## src/hw/rtl/sshf_pkg.sv

```systemverilog
// shared types, constants and character helpers for the sensor scan hex frame fifo
package sshf_pkg;

  localparam int DefFifoDepth = 64;
  localparam int FrameLen     = 12;
  localparam int FillW        = 6;

  localparam logic [7:0] ChZero  = 8'h30;
  localparam logic [7:0] ChLowA  = 8'h61;
  localparam logic [7:0] ChComma = 8'h2c;
  localparam logic [7:0] ChSpace = 8'h20;
  localparam logic [7:0] ChCr    = 8'h0d;
  localparam logic [7:0] ChLf    = 8'h0a;

  // three samples of one scan, rendered to text on the way out
  typedef struct packed {
    logic [7:0] s0;
    logic [7:0] s1;
    logic [7:0] s2;
  } frame_rec_t;

  typedef struct packed {
    logic       push;
    logic       pop;
    frame_rec_t rec;
  } queue_cmd_t;

  typedef struct packed {
    logic       empty;
    logic       has_room;
    logic [7:0] head_byte;
  } queue_sts_t;

  function automatic logic [7:0] hex_digit(input logic [3:0] nib);
    logic [7:0] ch;
    if (nib < 4'd10) begin
      ch = ChZero + {4'b0, nib};
    end else begin
      ch = ChLowA + {4'b0, nib} - 8'd10;
    end
    return ch;
  endfunction

  // character at position pos of the frame "hh, hh, hh\r\n"
  function automatic logic [7:0] frame_char(input frame_rec_t rec, input logic [3:0] pos);
    logic [7:0] ch;
    case (pos)
      4'd0:    ch = hex_digit(rec.s0[7:4]);
      4'd1:    ch = hex_digit(rec.s0[3:0]);
      4'd2:    ch = ChComma;
      4'd3:    ch = ChSpace;
      4'd4:    ch = hex_digit(rec.s1[7:4]);
      4'd5:    ch = hex_digit(rec.s1[3:0]);
      4'd6:    ch = ChComma;
      4'd7:    ch = ChSpace;
      4'd8:    ch = hex_digit(rec.s2[7:4]);
      4'd9:    ch = hex_digit(rec.s2[3:0]);
      4'd10:   ch = ChCr;
      4'd11:   ch = ChLf;
      default: ch = 8'h00;
    endcase
    return ch;
  endfunction

endpackage

```

## src/hw/rtl/sensor_scan_hex_frame_fifo.sv

```systemverilog
// top level: channel sequencing, frame build, byte fifo and result register
//
// usage
//   input channel: in_valid_i / in_stall_o carry one item per accepted edge,
//   operation_i selects a converter sample (0) or a transmitter-ready slot (1)
//   samples come for channels 0, 1, 2 in turn; channels 0 and 1 are held and
//   the channel 2 sample turns all three into "hh, hh, hh\r\n" (12 bytes)
//   a frame goes into the byte fifo whole when 12 entries are free, otherwise
//   it is dropped and frame_dropped_o is raised for that item
//   a ready item pops one byte (tx_valid_o, tx_byte_o) or reports tx_idle_o
//   output channel: one result item per input item, out_valid_o / out_stall_i
// timing
//   result shows in the output register in the cycle after the item is taken;
//   one item per cycle sustained while out_stall_i is low, set by the single result register stage
//   frames are kept as sample records and rendered one character per pop, so
//   a push is one record write and a pop one record read plus a mux
// reset: pointers, channel and held samples clear, output register empties
// stall: while a result waits under out_stall_i, in_stall_o is high and no
//   new item is taken; a result that is taken frees the slot in the same edge
module sensor_scan_hex_frame_fifo
  import sshf_pkg::*;
#(
  parameter int FIFO_DEPTH = DefFifoDepth
) (
  input  logic       clk_i,
  input  logic       rst_ni,
  input  logic       in_valid_i,
  output logic       in_stall_o,
  input  logic       operation_i,
  input  logic [7:0] sample_i,
  output logic       out_valid_o,
  input  logic       out_stall_i,
  output logic       tx_valid_o,
  output logic [7:0] tx_byte_o,
  output logic       tx_idle_o,
  output logic       frame_accepted_o,
  output logic       frame_dropped_o,
  output logic [5:0] fill_level_o
);

  localparam int PtrW = $clog2(FIFO_DEPTH);

  typedef enum logic {
    OP_SAMPLE = 1'b0,
    OP_READY  = 1'b1
  } op_e;

  typedef enum logic [1:0] {
    CH_0 = 2'd0,
    CH_1 = 2'd1,
    CH_2 = 2'd2
  } chan_e;

  chan_e           chan_q, chan_d;
  logic [7:0]      held0_q, held0_d, held1_q, held1_d;
  logic            accept;
  queue_cmd_t      qcmd;
  queue_sts_t      qsts;
  logic [PtrW-1:0] fill_nxt;
  logic [PtrW+5:0] fill_ext;

  // result register
  logic       out_valid_q;
  logic       tx_valid_q, tx_valid_d;
  logic [7:0] tx_byte_q, tx_byte_d;
  logic       tx_idle_q, tx_idle_d;
  logic       acc_q, acc_d;
  logic       drop_q, drop_d;
  logic [5:0] fill_q;

  // the slot frees when empty or when its item leaves this edge
  assign in_stall_o = out_valid_q && out_stall_i;
  assign accept     = in_valid_i && !in_stall_o;

  always_comb begin
    chan_d     = chan_q;
    held0_d    = held0_q;
    held1_d    = held1_q;
    qcmd.push  = 1'b0;
    qcmd.pop   = 1'b0;
    qcmd.rec   = '{s0: held0_q, s1: held1_q, s2: sample_i};
    tx_valid_d = 1'b0;
    tx_byte_d  = 8'h00;
    tx_idle_d  = 1'b0;
    acc_d      = 1'b0;
    drop_d     = 1'b0;
    case (op_e'(operation_i))
      OP_SAMPLE: begin
        case (chan_q)
          CH_0: begin
            held0_d = sample_i;
            chan_d  = CH_1;
          end
          CH_1: begin
            held1_d = sample_i;
            chan_d  = CH_2;
          end
          CH_2: begin
            chan_d = CH_0;
            if (qsts.has_room) begin
              qcmd.push = accept;
              acc_d     = 1'b1;
            end else begin
              drop_d = 1'b1;
            end
          end
          // channel three never occurs: sample ignored, channel kept
          default: chan_d = chan_q;
        endcase
      end
      OP_READY: begin
        if (qsts.empty) begin
          tx_idle_d = 1'b1;
        end else begin
          qcmd.pop   = accept;
          tx_valid_d = 1'b1;
          tx_byte_d  = qsts.head_byte;
        end
      end
      default: tx_idle_d = 1'b0;
    endcase
  end

  sshf_frame_queue #(
    .FIFO_DEPTH(FIFO_DEPTH)
  ) u_queue (
    .clk_i (clk_i),
    .rst_ni(rst_ni),
    .cmd_i (qcmd),
    .sts_o (qsts),
    .fill_o(fill_nxt)
  );

  // fill level reported modulo 64
  assign fill_ext = {6'b0, fill_nxt};

  always_ff @(posedge clk_i or negedge rst_ni) begin
    if (!rst_ni) begin
      chan_q      <= CH_0;
      held0_q     <= '0;
      held1_q     <= '0;
      out_valid_q <= 1'b0;
    end else begin
      if (accept) begin
        chan_q  <= chan_d;
        held0_q <= held0_d;
        held1_q <= held1_d;
      end
      if (accept) begin
        out_valid_q <= 1'b1;
      end else if (!out_stall_i) begin
        out_valid_q <= 1'b0;
      end
    end
  end

  always_ff @(posedge clk_i) begin
    if (accept) begin
      tx_valid_q <= tx_valid_d;
      tx_byte_q  <= tx_byte_d;
      tx_idle_q  <= tx_idle_d;
      acc_q      <= acc_d;
      drop_q     <= drop_d;
      fill_q     <= fill_ext[5:0];
    end
  end

  assign out_valid_o      = out_valid_q;
  assign tx_valid_o       = tx_valid_q;
  assign tx_byte_o        = tx_byte_q;
  assign tx_idle_o        = tx_idle_q;
  assign frame_accepted_o = acc_q;
  assign frame_dropped_o  = drop_q;
  assign fill_level_o     = fill_q;

endmodule

```

## src/hw/rtl/sshf_frame_queue.sv

```systemverilog
// byte fifo that stores whole frames as sample records and pops them one character at a time
module sshf_frame_queue
  import sshf_pkg::*;
#(
  parameter int FIFO_DEPTH = DefFifoDepth,
  localparam int PtrW = $clog2(FIFO_DEPTH)
) (
  input  logic            clk_i,
  input  logic            rst_ni,
  input  queue_cmd_t      cmd_i,
  output queue_sts_t      sts_o,
  output logic [PtrW-1:0] fill_o
);

  // enough record slots for the most bytes the ring can hold, head frame partly read
  localparam int SlotN = (FIFO_DEPTH - 1 + FrameLen - 1) / FrameLen;
  localparam int SlotW = $clog2(SlotN);
  localparam int RoomMax = FIFO_DEPTH - 1 - FrameLen;

  frame_rec_t       rec_q [SlotN];
  logic [SlotW-1:0] head_q, head_d, tail_q, tail_d;
  logic [3:0]       ofs_q, ofs_d;
  logic [PtrW-1:0]  wp_q, wp_d, rp_q, rp_d;
  logic [PtrW:0]    wp_sum;
  logic [PtrW:0]    diff_cur, diff_nxt;
  logic [PtrW-1:0]  fill_cur;

  function automatic logic [PtrW-1:0] fill_of(input logic [PtrW-1:0] wp,
                                              input logic [PtrW-1:0] rp);
    logic [PtrW:0] diff;
    diff = {1'b0, wp} - {1'b0, rp};
    if (wp < rp) begin
      diff = diff + (PtrW+1)'(FIFO_DEPTH);
    end
    return diff[PtrW-1:0];
  endfunction

  assign diff_cur = {1'b0, fill_of(wp_q, rp_q)};
  assign fill_cur = diff_cur[PtrW-1:0];

  assign sts_o.empty     = (wp_q == rp_q);
  assign sts_o.has_room  = (fill_cur <= PtrW'(RoomMax));
  assign sts_o.head_byte = frame_char(rec_q[head_q], ofs_q);

  always_comb begin
    wp_d   = wp_q;
    rp_d   = rp_q;
    head_d = head_q;
    tail_d = tail_q;
    ofs_d  = ofs_q;
    wp_sum = {1'b0, wp_q} + (PtrW+1)'(FrameLen);
    if (cmd_i.push) begin
      if (wp_sum >= (PtrW+1)'(FIFO_DEPTH)) begin
        wp_sum = wp_sum - (PtrW+1)'(FIFO_DEPTH);
      end
      wp_d   = wp_sum[PtrW-1:0];
      tail_d = (tail_q == SlotW'(SlotN - 1)) ? '0 : tail_q + 1'b1;
    end
    if (cmd_i.pop) begin
      rp_d = (rp_q == PtrW'(FIFO_DEPTH - 1)) ? '0 : rp_q + 1'b1;
      if (ofs_q == 4'(FrameLen - 1)) begin
        ofs_d  = '0;
        head_d = (head_q == SlotW'(SlotN - 1)) ? '0 : head_q + 1'b1;
      end else begin
        ofs_d = ofs_q + 4'd1;
      end
    end
  end

  assign diff_nxt = {1'b0, fill_of(wp_d, rp_d)};
  assign fill_o   = diff_nxt[PtrW-1:0];

  always_ff @(posedge clk_i or negedge rst_ni) begin
    if (!rst_ni) begin
      wp_q   <= '0;
      rp_q   <= '0;
      head_q <= '0;
      tail_q <= '0;
      ofs_q  <= '0;
    end else begin
      wp_q   <= wp_d;
      rp_q   <= rp_d;
      head_q <= head_d;
      tail_q <= tail_d;
      ofs_q  <= ofs_d;
    end
  end

  always_ff @(posedge clk_i) begin
    if (cmd_i.push) begin
      rec_q[tail_q] <= cmd_i.rec;
    end
  end

endmodule

```

## config.mk

```make
export PLATFORM = sky130hd
export DESIGN_NAME = sensor_scan_hex_frame_fifo
export DESIGN_NICKNAME = d
export VERILOG_FILES = /design/src/hw/rtl/sshf_pkg.sv /design/src/hw/rtl/sensor_scan_hex_frame_fifo.sv /design/src/hw/rtl/sshf_frame_queue.sv
export SDC_FILE = /design/constraint.sdc
export NUM_CORES = 1
export LEC_CHECK = 0
export ABC_AREA = 1
export ABC_CLOCK_PERIOD_IN_PS = 3420
export BUFFER_PORTS_ARGS = -buffer_cell sky130_fd_sc_hd__buf_4
export CELL_PAD_IN_SITES_DETAIL_PLACEMENT = 0
export CELL_PAD_IN_SITES_GLOBAL_PLACEMENT = 1
export CORE_MARGIN = 2
export CORE_UTILIZATION = 45
export CTS_BUF_LIST = sky130_fd_sc_hd__clkbuf_4 sky130_fd_sc_hd__clkbuf_8
export DETAILED_ROUTE_END_ITERATION = 8
export PLACE_DENSITY = 0.87
export SLEW_MARGIN = 10
export SYNTH_ARGS = -nofsm -noshare
export SYNTH_HDL_FRONTEND = slang
export SYNTH_HIERARCHICAL = 1
export SYNTH_SLANG_ARGS = --single-unit
```

## constraint.sdc

```tcl
create_clock -name clk_i -period 3.42 [get_ports clk_i]
set_input_delay 0.342 -clock clk_i [delete_from_list [all_inputs] [get_ports clk_i]]
set_output_delay 0.342 -clock clk_i [all_outputs]
set_load 0.02 [all_outputs]
```

# Word-level counts from Yosys, hierarchy flattened
# Memories as Yosys holds them, arrays and structs flattened.
# Index checks and enable logic that the tools add are counted.
[totals]
mem_count = 1
word_cells = 118
input_bits = 13
out_inout_bits = 20
ram_bits = 144
register_bits = 59
[op_classes]
n_bitwise = 2
n_lt_le_gt_ge = 10
muxes = 30
n_eq_ne = 18
n_reduce_logical = 14
n_addsub = 28
[memory_table]
columns = ["memory", "words", "width", "rd", "rd_clocked_by_memory_dff", "write_ports", "line", "text"]
rows = [
  ["u_queue.rec_q", 6, 24, 1, 0, 1, "sshf_frame_queue.sv:20", "frame_rec_t rec_q [SlotN];"],
]
[ops]
columns = ["cell", "count"]
rows = [
  ["$pmux W8 S10", 1],
  ["$add A7 B4 Y8 const A", 6],
  ["$mux W8", 6],
  ["$sub A8 B4 Y8 const B", 6],
  ["$add A6 B4 Y7 const A", 6],
  ["$mux W6", 6],
  ["$lt A4 B4 Y1 const B", 6],
  ["$add A6 B1 Y6 const B", 3],
  ["$eq A4 B3 Y1 const B", 4],
  ["$eq A4 B4 Y1 const B", 4],
  ["$mux W1", 13],
  ["$lt A6 B6 Y1", 2],
  ["$sub A6 B6 Y6", 2],
  ["$reduce_and A3 Y1", 3],
  ["$eq A4 B2 Y1 const B", 2],
  ["$reduce_or A2 Y1", 4],
  ["$add A6 B4 Y7 const B", 1],
  ["$ge A7 B7 Y1 const B", 1],
  ["$add A3 B1 Y3 const B", 2],
  ["$eq A3 B3 Y1 const B", 2],
  ["$eq A6 B6 Y1", 1],
  ["$eq A6 B6 Y1 const B", 1],
  ["$le A6 B6 Y1 const B", 1],
  ["$mux W3", 2],
  ["other kinds (15)", 17],
]

# Longest topological paths before layout
[depth]
word_depth = 11
ltp_mapped = 21
ltp_nobuf = 21

# Cells and area by module
# Netlist, hierarchy kept.
[by_module_without_submodules]
columns = ["module", "instances", "area_per_inst_um2", "cells_per_inst", "seq_area_each_um2"]
rows = [
  ["sshf_frame_queue", 1, 8287.9, 876, 4824.6],
  ["sensor_scan_hex_frame_fifo", 1, 1465.2, 138, 1016.0],
]

# Least setup slack after synthesis
# No wires, ideal clock.
[synth_path]
kind = "register -> register"
from = "register u_queue.rp_q[2]"
to = "memory u_queue/rec_q[0][0] (netlist bit), enable pin"
setup_ns = 0.405
synth_period_minus_slack_ns = 3.579
path_slack_ns = -0.159
path_buffers = 0
t_arrival_ns = 3.175
required_time_ns = 3.015
stages_incl_launch_ff = 15
path_cell_list = "dfrtp_1 > inv_1 > ha_1 > nand3_1 > nand2_1 > nand2_1 > nand2_1 > a21oi_1 > xor2_1 > nand3_1 > inv_1 > nor3_1 > inv_1 > or2_2 > nor2_1"
[synth_lines]
columns = ["element", "line", "text"]
rows = [
  ["start: declaration", "sshf_frame_queue.sv:23", "logic [PtrW-1:0] wp_q, wp_d, rp_q, rp_d;"],
  ["start signal: assignment", "sshf_frame_queue.sv:82", "rp_q <= rp_d;"],
  ["end: declaration", "sshf_frame_queue.sv:20", ""],
]

==> metrics.txt <==
clk_skew=0.0211 ns; via-per-instance ratio=5.05; drt first-iter violations=548; worst path arrival time=3.43 ns; Num CTS Buffers=34; initial core utilization=0.461; area delta synth->final=13.5%; Tot GR Track Use=0.205; DIE AREA=22,900 µm²; clk sinks=201; most frequent cells in the layout=nand2_1, edfxtp_1, inv_1; Root Buffer Master=clkbuf_8; Worst-Margin Slew=0.700 ns; final hold vios=0; setup violators final=0; Worst VDD drop=0.385 mV; Synth Area in Adders=0.0308; Antenna Cells=0; critical path's largest stage delay=0.40 ns; Synth Area in Simple Gates=0.244; minimum clock period=3.15 ns; Setup Crit Path Kind=reg2reg; Pins Over Slew Limit=0; RSZ-0062 raised after global routing=false; CTS tree=yes; GRT Residual Overflow=0; PortBufs=32; register bit total from synthesis=201; commonest non-fill, non-tap cell in the layout=nand2_1; EDFF count, synth=162; status=completed; DP Cell Count=1,312; f_max=318 MHz; Placer Congestion=0.819; vias in the first global route=6,702; Detail Route Antenna Nets=0; die height=151 µm; DIE WIDTH=151 µm; CTS H-tree lvls=2; I/O pin total=33; synthesized instance count=1,014; Post-Syn Nets=1,051; Clock Path Buffers=3; post-synthesis compound-gate area fraction=0.0368; Most common cell on crit path=nand2_1; ys flop type=edfxtp_1; Post-CTS Setup Inserts=0; Final WS setup=0.272 ns; Routed WL=22,200 µm; P_leak=4.93 nW; P per Cell Area=844 nW/µm²; Synth Area in XOR/XNOR=0.0108; synthesized area=9750 µm²; Layout Cells excl Fill=1,375; largest family of logic cells by synthesized area=simple AND/OR/NAND/NOR gates; Cell Area, Placed=10,400 µm²; DR vias=6,939; post-DP HPWL=14,700 µm; Slew HR=0.534; antenna violations before repair=0; CP max FO=5; NumNets Final=1,111; pre-CTS setup slack=0.159 ns; Layout Cell Area excl Fill=11,100 µm²; launching element type of the critical path=register; unique cell type count in the Yosys netlist=42; first-pass GRT wire length=35,400 µm; Max-Cap Viols=0; drt first pass iters=5; post-synthesis sequential area ratio=0.599; Data required, critical path=3.70 ns; largest net degree at the start of global routing=40; Residual DRC=0; Pwr Total=0.00934 W; CP endpoint kind=register; Clock Latency Late Sink=0.52 ns; worst hold path class=in2reg; YS warnings=6; fraction of registers with async set or reset after synthesis=0.194; period utilization=0.920; Core Footprint=21,200 µm²; drt wl/cell=16.2 µm; post-synthesis mux area share=0.00103; synthesized area per cell=9.62 µm²; CP Cell Sequence=inv_1 -> ha_1 -> nand3_1 -> nand2_1 -> nand2_1 -> nand2_1 -> a21oi_1 -> xor2_1 -> nand3_1 -> inv_1 -> nor3_2 -> inv_1 -> nor2_1 -> xnor2_1 -> inv_1 -> ha_4 -> a21o_1 -> a31oi_2 -> nand2_1 -> nand2_1 -> nand2_1; clock-pin transition on the worst setup and hold timing paths=0.06 ns; Core Rows=53; fill count=1,869; fraction of final layout cells sized beyond drive strength 1=0.155; hold slack final=0.0685 ns; Slowest cell on crit path=dfrtp_1
==> power breakdown <==
group / total [W] / internal, W / switching [W]
registers: 0.00357 / 0.00317 / 0.000395
clock network: 0.00206 / 0.00112 / 0.000935
logic: 0.00371 / 0.00126 / 0.00245
==> layout make-up <==
| cell class | count | area [µm²] | area share |
|---|---|---|---|
| well taps | 275 | 344 | 0.0311 |
| clock buffers | 51 | 596 | 0.0538 |
| clock inverters | 11 | 62.6 | 0.00565 |
| repair buffers | 53 | 488 | 0.0441 |
| flip-flops and latches | 201 | 5840 | 0.528 |
| multi-input cells | 646 | 3210 | 0.290 |
| inverters | 138 | 520 | 0.0470 |
==> flip-flops by register name, indices dropped and copies added (netlist names) <==
name	flops
u_queue/tail_q	3
u_queue/ofs_q	4
u_queue/wp_q	4
u_queue/head_q	3
chan_q	2
u_queue/rp_q	6
tx_idle_o	1
held1_q	8
tx_byte_o	8
out_valid_o	1
tx_valid_o	1
fill_level_o	6
frame_accepted_o	1
u_queue/rec_q	144
held0_q	8
frame_dropped_o	1
==> worst max-delay path, delay by kind of cell, from the launching register on <==
kind | cells | cell delay [ns]
AO/OA/AOI/OAI | 3 | 0.51
adder cells (fa/ha/maj) | 2 | 0.50
flip-flops | 1 | 0.40
buffers and inverters | 4 | 0.39
XOR/XNOR | 2 | 0.22
AND/OR/NAND/NOR | 10 | 0.88
==> routing by layer <==
layer  vias to the layer above  GRT usage  wire length (µm)
li1                       3452          -                 -
met5                         -          0                 0
met2                       140      0.350             10900
met3                        39     0.0334               947
met4                         0     0.0724               520
met1                      3308      0.265              9850
==> cell usage after synthesis, drive strengths merged (2+ instances only) <==
master	instances	area share
a21oi	16	0.0082
a31oi	2	0.0013
xor2	9	0.0081
or2	9	0.0058
o21ai	31	0.017
edfxtp	162	0.50
nand4	4	0.0026
nor3	3	0.0015
nor2	98	0.043
xnor2	3	0.0027
nand3	129	0.072
ha	24	0.031
buf	26	0.023
inv	138	0.053
dfrtp	39	0.10
nand2	301	0.12
o211ai	8	0.0072
clkbuf	3	0.0012
==> final timing paths <==
kind	startpoint	end	slack [ns]	depth (start not counted)
worst max register to register	u_queue/rp_q[2]	fill_level_o[5]	0.27	21
worst max-delay path	u_queue/rp_q[2]	fill_level_o[5]	0.27	21
worst min register to register	u_queue/tail_q[0]	u_queue/tail_q[0]	0.50	2
max in group asynchronous	rst_ni	u_queue/head_q[0]	2.59	2
worst min-delay path	sample_i[1]	u_queue/rec_q[1][1]	0.07	1
min in group asynchronous	rst_ni	u_queue/ofs_q[1]	0.36	2
==> what timing repair did <==
action | CTS | global route
hold endpoints to repair | 39 | 0
hold buffers | 1 | 0
endpoints found under the setup margin | 0 | 2
resized for setup | 0 | 6
==> through the flow <==
step,utilization,setup TNS (ns)
floorplan,-,-11.48
global placement,0.490,0
detailed placement,0.490,0
CTS,0.521,0
global route,0.523,0
finish,0.523,0
==> logic make-up after synthesis <==
group                    Yosys count
AND/OR/NAND/NOR                  547
flip-flops                       201
adder cells (fa/ha/maj)           24
other                              1
multiplexers                       1
AO/OA/AOI/OAI                     61
buffers and inverters            167
XOR/XNOR                          12
Note: power is estimated with default switching activity, not from simulation.
